==> src/lsps_pkg.sv <==
`default_nettype none
package lsps_pkg;

    localparam int MAP_CELLS_DEF  = 4096;
    localparam int PATH_MAX_DEF   = 1024;
    localparam int COORD_BITS_DEF = 12;

    localparam logic [12:0]       WIDTH_RST  = 13'd64;
    localparam logic [12:0]       HEIGHT_RST = 13'd64;
    localparam logic signed [7:0] LIMIT_RST  = 8'sd20;
    localparam logic [3:0]        PASSES_RST = 4'd2;

    localparam logic [1:0] REQ_WRITE  = 2'd0;
    localparam logic [1:0] REQ_APPEND = 2'd1;
    localparam logic [1:0] REQ_READ   = 2'd2;

    localparam logic [1:0] CFG_WIDTH  = 2'd0;
    localparam logic [1:0] CFG_HEIGHT = 2'd1;
    localparam logic [1:0] CFG_LIMIT  = 2'd2;
    localparam logic [1:0] CFG_PASSES = 2'd3;

    typedef enum logic [4:0] {
        S_IDLE,
        S_RD_WAIT,
        S_PASS_START,
        S_COPY1,
        S_SRC0,
        S_CUR,
        S_LC_IDX,
        S_LC_RD,
        S_LC_CMP,
        S_BLOCK,
        S_ACC,
        S_END,
        S_DN_START,
        S_DN_FIRST,
        S_DN_NEXT,
        S_DN_WALK,
        S_PASS_END
    } state_t;

    typedef enum logic [1:0] {
        AS_ZERO,
        AS_ONE,
        AS_NEXT,
        AS_RP
    } addr_sel_t;

    typedef struct packed {
        logic      cost_wr;
        logic      append;
        logic      smooth_init;
        logic      finish;
        logic      pass_init;
        logic      copy1;
        logic      src0;
        logic      cur;
        logic      lc_step;
        logic      block;
        logic      acc;
        logic      end_wp;
        logic      dn_first;
        logic      dn_next;
        logic      dn_emit;
        logic      dn_adv;
        logic      set_ovf;
        logic      pass_end;
        logic      rd_start;
        logic      rd_finish;
        logic      wp_zero;
        addr_sel_t rd_sel;
    } cmd_t;

    typedef struct packed {
        logic n_zero;
        logic n_one;
        logic passes_zero;
        logic adj;
        logic inext_lt_n;
        logic walk_done;
        logic blocked;
        logic knext_lt_w;
        logic m_full;
        logic obuf_full;
    } stat_t;

endpackage
`default_nettype wire

==> src/lsps_ctrl.sv <==
`default_nettype none
module lsps_ctrl (
    input  wire             clk,
    input  wire             rst_n,
    input  wire             s_tvalid,
    input  wire [1:0]       req_type,
    input  wire             point_last,
    input  lsps_pkg::stat_t stat,
    output logic            s_tready,
    output lsps_pkg::cmd_t  cmd
);
    import lsps_pkg::*;

    state_t state_reg, state_next;
    logic   accept;

    assign s_tready = (state_reg == S_IDLE) && !stat.obuf_full;
    assign accept   = s_tvalid && s_tready;

    always_ff @(posedge clk or negedge rst_n)
    begin
        if (!rst_n)
        begin
            state_reg <= S_IDLE;
        end
        else
        begin
            state_reg <= state_next;
        end
    end

    always_comb
    begin
        state_next = state_reg;
        case (state_reg)
            S_IDLE:
            begin
                if (accept && (req_type == REQ_APPEND) && point_last)
                begin
                    state_next = S_PASS_START;
                end
                else if (accept && (req_type == REQ_READ))
                begin
                    state_next = S_RD_WAIT;
                end
            end
            S_RD_WAIT:    state_next = S_IDLE;
            S_PASS_START:
            begin
                if (stat.passes_zero)
                begin
                    state_next = S_IDLE;
                end
                else if (stat.n_zero)
                begin
                    state_next = S_PASS_END;
                end
                else if (stat.n_one)
                begin
                    state_next = S_COPY1;
                end
                else
                begin
                    state_next = S_SRC0;
                end
            end
            S_COPY1:      state_next = S_PASS_END;
            S_SRC0:       state_next = S_CUR;
            S_CUR:        state_next = stat.adj ? S_ACC : S_LC_IDX;
            S_LC_IDX:     state_next = S_LC_RD;
            S_LC_RD:      state_next = S_LC_CMP;
            S_LC_CMP:
            begin
                if (stat.blocked)
                begin
                    state_next = S_BLOCK;
                end
                else if (stat.walk_done)
                begin
                    state_next = S_ACC;
                end
                else
                begin
                    state_next = S_LC_IDX;
                end
            end
            S_BLOCK:      state_next = S_ACC;
            S_ACC:        state_next = stat.inext_lt_n ? S_CUR : S_END;
            S_END:        state_next = S_DN_START;
            S_DN_START:   state_next = S_DN_FIRST;
            S_DN_FIRST:   state_next = S_DN_NEXT;
            S_DN_NEXT:    state_next = S_DN_WALK;
            S_DN_WALK:
            begin
                if (stat.walk_done || stat.m_full)
                begin
                    state_next = stat.knext_lt_w ? S_DN_NEXT : S_PASS_END;
                end
            end
            S_PASS_END:   state_next = S_PASS_START;
            default:      state_next = S_IDLE;
        endcase
    end

    always_comb
    begin
        cmd = '0;
        case (state_reg)
            S_IDLE:
            begin
                cmd.rd_sel = AS_RP;
                if (accept)
                begin
                    cmd.cost_wr     = req_type == REQ_WRITE;
                    cmd.append      = req_type == REQ_APPEND;
                    cmd.smooth_init = (req_type == REQ_APPEND) && point_last;
                    cmd.rd_start    = req_type == REQ_READ;
                end
            end
            S_RD_WAIT:    cmd.rd_finish = 1'b1;
            S_PASS_START:
            begin
                cmd.finish    = stat.passes_zero;
                cmd.pass_init = !stat.passes_zero;
                cmd.rd_sel    = AS_ZERO;
            end
            S_COPY1:      cmd.copy1 = 1'b1;
            S_SRC0:
            begin
                cmd.src0   = 1'b1;
                cmd.rd_sel = AS_ONE;
            end
            S_CUR:        cmd.cur = 1'b1;
            S_LC_CMP:     cmd.lc_step = !stat.blocked && !stat.walk_done;
            S_BLOCK:      cmd.block = 1'b1;
            S_ACC:
            begin
                cmd.acc    = 1'b1;
                cmd.rd_sel = AS_NEXT;
            end
            S_END:        cmd.end_wp = 1'b1;
            S_DN_START:   cmd.wp_zero = 1'b1;
            S_DN_FIRST:   cmd.dn_first = 1'b1;
            S_DN_NEXT:    cmd.dn_next = 1'b1;
            S_DN_WALK:
            begin
                cmd.dn_emit = !stat.walk_done && !stat.m_full;
                cmd.set_ovf = !stat.walk_done && stat.m_full;
                cmd.dn_adv  = (stat.walk_done || stat.m_full) && stat.knext_lt_w;
            end
            S_PASS_END:   cmd.pass_end = 1'b1;
            default:      cmd = '0;
        endcase
    end

    // The read wait state always loads the result of the memory read into the output.
    assert property (@(posedge clk) disable iff (!rst_n)
        (state_reg == S_RD_WAIT) |-> cmd.rd_finish)
        else $error("read result not loaded");

    assert property (@(posedge clk) disable iff (!rst_n)
        (accept && (req_type == REQ_READ)) |=> (state_reg == S_RD_WAIT))
        else $error("read request lost");

    // A blocked line always makes a waypoint and then accepts the point.
    assert property (@(posedge clk) disable iff (!rst_n)
        (state_reg == S_BLOCK) |=> (state_reg == S_ACC))
        else $error("blocked line not resolved");

    assert property (@(posedge clk) disable iff (!rst_n)
        ((state_reg == S_PASS_START) && stat.passes_zero) |=> (state_reg == S_IDLE))
        else $error("smoothing did not finish");

endmodule
`default_nettype wire

==> config.mk <==
export PLATFORM = sky130hd
export DESIGN_NAME = lsps_ctrl
export DESIGN_NICKNAME = d
export VERILOG_FILES = /design/src/lsps_pkg.sv /design/src/lsps_ctrl.sv
export SDC_FILE = /design/constraint.sdc
export NUM_CORES = 1
export LEC_CHECK = 0
export ABC_CLOCK_PERIOD_IN_PS = 4550
export BUFFER_PORTS_ARGS = -buffer_cell sky130_fd_sc_hd__buf_2
export CORE_ASPECT_RATIO = 0.9
export CORE_MARGIN = 5
export CORE_UTILIZATION = 45
export CTS_CLUSTER_DIAMETER = 40
export CTS_CLUSTER_SIZE = 28
export DETAILED_ROUTE_END_ITERATION = 10
export PLACE_DENSITY = 0.81
export SYNTH_ARGS = -nofsm -noshare
export SYNTH_HDL_FRONTEND = slang
export SYNTH_SLANG_ARGS = --single-unit
==> constraint.sdc <==
create_clock -name clk -period 4.55 [get_ports clk]
set_input_delay 0.91 -clock clk [delete_from_list [all_inputs] [get_ports clk]]
set_output_delay 0.91 -clock clk [all_outputs]
set_load 0.05 [all_outputs]
==> flow_metrics.env, run 1 <==
export IMPL_clk_insertion_delay_late_ps=230
export IMPL_finalCritPeriodShare_pct=69.2
export IMPL_finalPower_w=0.000542
export IMPL_syn_area_um2=667
export IMPL_place_area_um2=843
export IMPL_p_switching_w=0.000327
export IMPL_drc=0
export IMPL_postRouteAntennaNets=0
export IMPL_yosys_area_top_type_share_pct=18.8
export IMPL_crit_path_start_kind="flip-flop"
export IMPL_crit_type="reg -> out"
export IMPL_syn_nets=115
export IMPL_cts_root_buffer_cell="clkbuf_4"
export IMPL_yosys_area_top_type="dfrtp_1"
export IMPL_final_cell_mix="buf_2 (39), nor2_1 (23), nor3_1 (8)"
export IMPL_place_congestion=0.903
export IMPL_largest_register_ff_count=5
export IMPL_dr_total_vias=851
export IMPL_grt_total_usage_pct=18.3
export IMPL_dp_final_hpwl_mm=1.61
export IMPL_numPortBuffers=39
export IMPL_syn_instance_count=99
export IMPL_io_pins=40
export IMPL_dp_slack_ps=1620
export IMPL_drtIter0Drc=17
export IMPL_antenna_found_initial=0
export IMPL_clk_pin_slew_ps=40
export IMPL_grt_max_degree=17
export IMPL_final_hold_viol_count=0
export IMPL_avgSynthCellArea_um2=6.74
export IMPL_cts_made_buffers=3
export IMPL_ys_ff_latch=5
export IMPL_power_frac_seq_pct=21.1
export IMPL_tightest_slew_ps=551
export IMPL_status="complete, no violations"
export IMPL_cts_buffer_depth=2
export IMPL_crit_arrival_ps=2240
export IMPL_skew_ps=1.03
export IMPL_gr_total_overflow=0
export IMPL_combPwrFrac_pct=69.8
export IMPL_clkPwrFrac_pct=9.1
export IMPL_grt_pass1_wl_mm=3.35
export IMPL_swShare_pct=60.4
export IMPL_drive_above_1_share_pct=37.0
export IMPL_ctsHoldBuffers=0
export IMPL_fin_area_um2=870
export IMPL_rows=13
export IMPL_die_x_um=50.6
export IMPL_grt_pass1_vias=770
export IMPL_coreArea_um2=1430
export IMPL_hp_class="in -> async"
export IMPL_rsz0062_at_grt="no"
export IMPL_nets=152
export IMPL_p_leak_nw=0.436
export IMPL_initial_core_util_pct=46.6
export IMPL_cts_setup_buffers=0
export IMPL_power_density_nw_per_um2=624
export IMPL_layout_min_cycle_time_ps=3150
export IMPL_synthDistinctLibCells=33
export IMPL_firstDrtPassIters=4
export IMPL_vdd_drop_max_uv=352
export IMPL_worst_path_max_fanout=16
export IMPL_wl_per_cell_um=13.5
export IMPL_ys_warn_count=0
export IMPL_slew_limit_headroom_pct=63.0
export IMPL_critical_path_required_ps=3640
export IMPL_cts_tree="built"
export IMPL_final_common_cell="buf_2"
export IMPL_wirelength_mm=2.03
export IMPL_setup_viol=0
export IMPL_cap_viol_max_count=0
export IMPL_postLayoutSetupSlackWorst_ps=1400
export IMPL_tns_ps=0
export IMPL_diodes=0
export IMPL_drv_slew=0
export IMPL_synthTopCellsByArea="dfrtp_1 (19%), nor2_1 (13%), nor3_1 (6.0%)"
export IMPL_synth_seq_area_share_pct=18.8
export IMPL_post_route_util_pct=60.8
export IMPL_endpoint_kind="output port"
export IMPL_die_area_um2=2350
export IMPL_max_freq_mhz=318
export IMPL_syn2layout_area_growth_pct=30.4
export IMPL_internal_power_w=0.000215
export IMPL_cts_sinks=5
export IMPL_die_h_um=46.5
export IMPL_via_per_inst=5.67
export IMPL_htreeDepth=1
export IMPL_cts_resized=0
## synthesized netlist by cell type
library cell / number
nor4_1: 2
or3_4: 1
a2bb2oi_1: 2
and3b_1: 1
o211ai_1: 1
nand4bb_1: 1
nor3b_1: 2
nor4_2: 1
o21a_1: 1
o21ai_0: 5
nand3_1: 2
a22oi_1: 1
a21o_1: 1
a21oi_1: 5
a211o_1: 1
mux2i_1: 1
nand2_1: 4
buf_6: 1
nand3b_1: 4
or3b_2: 3
nor2_1: 23
a211oi_1: 1
dfrtp_1: 5
xor2_1: 1
or3_1: 2
o21bai_1: 1
or2_2: 3
nor3_1: 8
clkbuf_1: 3
buf_2: 3
nand2b_1: 6
inv_1: 2
o22a_1: 1
## layer usage
layer / vias up / wire, µm / track usage (%) / share of wire (%)
li1: 426 / - / - / -
met1: 382 / 903 / 23.6 / 45
met2: 41 / 935 / 30.0 / 46
met3: 2 / 169 / 3.24 / 8.3
met4: 0 / 20 / 7.65 / 0.99
met5: - / 0 / 0 / 0
## critical path, cell delays in order (launching register included)
cell	delay [ps]
dfrtp_1	540
or3_1	540
or3_4	450
nor3b_1	190
buf_2	290
## per-stage QoR
step           std cells  hold slack, ps
6_report             150             481
4_1_cts              150             482
3_5_place_dp         146             678
3_3_place_gp         146             659
5_1_grt              150             481
2_1_floorplan         99             568
## logic make-up (layout without fill, tap and decap cells)
family / Yosys count / after routing / synth area share [%]
xor+xnor: 1 / 1 / 1.31
simple gates: 63 / 63 / 52.2
mux: 1 / 1 / 1.50
compound gates: 20 / 20 / 19.5
flops: 5 / 5 / 18.8
buf+inv: 9 / 45 / 6.75
## final timing paths
| kind | endpoint | from | slack [ps] | depth (start not counted) |
|---|---|---|---|---|
| max | cmd[21] | state_reg[0]$_DFFE_PN0P_ | 1400 | 4 |
| min | state_reg[1]$_DFFE_PN0P_ | rst_n | 480 | 1 |
| max reg2reg | state_reg[1]$_DFFE_PN0P_ | state_reg[0]$_DFFE_PN0P_ | 2680 | 4 |
| min reg2reg | state_reg[1]$_DFFE_PN0P_ | state_reg[3]$_DFFE_PN0P_ | 690 | 1 |
| max in group asynchronous | state_reg[2]$_DFFE_PN0P_ | rst_n | 3940 | 1 |
| min in group clk | state_reg[1]$_DFFE_PN0P_ | state_reg[3]$_DFFE_PN0P_ | 690 | 1 |
## cell type report
class | count | area, µm²
fill | 136 | 562
multi-input combinational | 85 | 497
timing repair buffer | 39 | 195
sequential | 5 | 125
clock buffer | 4 | 26.3
tap | 15 | 18.8
inverter | 2 | 7.51
## power by group through the flow
| stage | combinational (W) | sequential, W | clock (W) |
|---|---|---|---|
| finish | 0.000378 | 0.000114 | 0.0000495 |
| global route | 0.000409 | 0.000120 | 0.0000549 |
| CTS | 0.000381 | 0.000113 | 0.0000513 |
| detailed placement | 0.000380 | 0.000114 | 0 |
| global placement | 0.000376 | 0.000110 | 0 |
| floorplan | 0.000351 | 0.0000736 | 0 |
(Power assumes the default switching activity.)
==> inputs of run 2 (changes only) <==
--- a/config.mk
+++ b/config.mk
@@ -5,15 +5,15 @@
 export SDC_FILE = /design/constraint.sdc
 export NUM_CORES = 1
 export LEC_CHECK = 0
-export ABC_CLOCK_PERIOD_IN_PS = 4550
+export ABC_CLOCK_PERIOD_IN_PS = 3150
 export BUFFER_PORTS_ARGS = -buffer_cell sky130_fd_sc_hd__buf_2
 export CORE_ASPECT_RATIO = 0.9
 export CORE_MARGIN = 5
-export CORE_UTILIZATION = 45
+export CORE_UTILIZATION = 42
 export CTS_CLUSTER_DIAMETER = 40
 export CTS_CLUSTER_SIZE = 28
 export DETAILED_ROUTE_END_ITERATION = 10
-export PLACE_DENSITY = 0.81
+export PLACE_DENSITY = 0.76
 export SYNTH_ARGS = -nofsm -noshare
 export SYNTH_HDL_FRONTEND = slang
 export SYNTH_SLANG_ARGS = --single-unit
==> constraint.sdc (replaced) <==
create_clock -name clk -period 3.15 [get_ports clk]
set_input_delay 0.63 -clock clk [delete_from_list [all_inputs] [get_ports clk]]
set_output_delay 0.63 -clock clk [all_outputs]
set_load 0.05 [all_outputs]
==> flow_metrics.env, run 2 (synthesized netlist as in run 1, its figures left out) <==
export IMPL_cts_resized=0
export IMPL_endpoint_kind="output port"
export IMPL_antenna_found_initial=0
export IMPL_critPathMaxStageDelay_ps=560
export IMPL_htreeDepth=1
export IMPL_tightest_slew_ps=556
export IMPL_status="complete, no violations"
export IMPL_grt_max_degree=17
export IMPL_place_congestion=0.865
export IMPL_multi_input_area_um2=497
export IMPL_io_pins=40
export IMPL_final_common_cell="buf_2"
export IMPL_grt_pass1_vias=754
export IMPL_finalCritPeriodShare_pct=92.7
export IMPL_clk_pin_slew_ps=40
export IMPL_final_seq_area_um2=125
export IMPL_wirelength_mm=2.19
export IMPL_grt_pass1_wl_mm=3.47
export IMPL_vdd_drop_max_uv=444
export IMPL_max_freq_mhz=343
export IMPL_crit_arrival_ps=2290
export IMPL_ctsHoldBuffers=0
export IMPL_crit_path_start_kind="flip-flop"
export IMPL_skew_ps=3.42
export IMPL_numPortBuffers=39
export IMPL_final_cell_mix="buf_2 (39), nor2_1 (23), nor3_1 (8)"
export IMPL_drtIter0Drc=16
export IMPL_final_hold_viol_count=0
export IMPL_drv_slew=0
export IMPL_coreArea_um2=1480
export IMPL_tns_ps=0
export IMPL_cts_made_buffers=3
export IMPL_cts_buffer_depth=2
export IMPL_die_x_um=52.0
export IMPL_hp_class="in -> async"
export IMPL_cts_setup_buffers=0
export IMPL_p_leak_nw=0.436
export IMPL_gr_total_overflow=0
export IMPL_setup_viol=0
export IMPL_drive_above_1_share_pct=37.0
export IMPL_die_area_um2=2490
export IMPL_dr_total_vias=876
export IMPL_initial_core_util_pct=45.1
export IMPL_place_inst=153
export IMPL_dp_final_hpwl_mm=1.66
export IMPL_clk_insertion_delay_late_ps=250
export IMPL_wl_per_cell_um=13.9
export IMPL_via_per_inst=5.58
export IMPL_cts_sinks=5
export IMPL_layout_min_cycle_time_ps=2920
export IMPL_postRouteAntennaNets=0
export IMPL_worst_path_max_fanout=16
export IMPL_power_density_nw_per_um2=909
export IMPL_rsz0062_at_grt="no"
export IMPL_cts_tree="built"
export IMPL_grt_total_usage_pct=19.4
export IMPL_syn2layout_area_growth_pct=31.7
export IMPL_largest_register_ff_count=5
export IMPL_fin_area_um2=878
export IMPL_place_area_um2=852
export IMPL_final_cell_count_no_fill=157
export IMPL_critical_path_required_ps=2520
export IMPL_cp_slowest_cell="or3_1"
export IMPL_rows=13
export IMPL_slew_limit_headroom_pct=62.6
export IMPL_path_cells="or3_1 -> or3_4 -> nor3b_1 -> buf_2"
export IMPL_cts_root_buffer_cell="clkbuf_4"
export IMPL_die_h_um=47.8
export IMPL_fillers=129
export IMPL_crit_type="reg -> out"
export IMPL_nets=152
export IMPL_diodes=0
export IMPL_cap_viol_max_count=0
export IMPL_drc=0
export IMPL_firstDrtPassIters=4
run 2: routing by layer:
metal,global-route usage (%),vias up,share of wire [%]
met1,23.9,391,41
li1,-,424,-
met5,0,-,0
met3,5.92,7,9.5
met2,30.1,54,47
met4,12.0,0,2.1
run 2: power by group:
part,switching (W),internal (W)
clock network,0.0000288,0.0000480
registers,0.0000744,0.0000888
logic,0.000385,0.000174
run 2: layout make-up:
cell class              count  area share, %
multi-input cells          85           56.6
repair buffers             39           22.2
flip-flops and latches      5           14.2
well taps                  22           3.13
clock buffers               4           2.99
inverters                   2          0.855
run 2: critical path, delay by kind of cell (launching register included):
family | cells | cell delay, ps
buffers and inverters | 1 | 290
DFF | 1 | 540
and+or+nand+nor | 3 | 1210
run 2: path summary, 6_finish.rpt:
| path | startpoint | to | slack, ps | cells past startpoint |
|---|---|---|---|---|
| worst max-delay path | state_reg[0]$_DFFE_PN0P_ | cmd[21] | 230 | 4 |
| worst min-delay path | rst_n | state_reg[1]$_DFFE_PN0P_ | 180 | 1 |
| worst max register to register | state_reg[0]$_DFFE_PN0P_ | state_reg[1]$_DFFE_PN0P_ | 1220 | 4 |
| worst min register to register | state_reg[3]$_DFFE_PN0P_ | state_reg[1]$_DFFE_PN0P_ | 680 | 1 |
| max in group asynchronous | rst_n | state_reg[3]$_DFFE_PN0P_ | 2840 | 1 |
| min in group clk | stat[5] | state_reg[2]$_DFFE_PN0P_ | 630 | 3 |
run 2: metrics by stage:
step	util (%)	setup slack (ps)	hold slack, ps	total power [W]
final	59.3	231	181	0.000799
after global routing	59.3	168	174	0.000866
after CTS	59.3	246	183	0.000797
after detailed placement	57.6	515	448	0.000719
after global placement	57.6	589	445	0.000707
after floorplan	-	37.5	334	0.000613
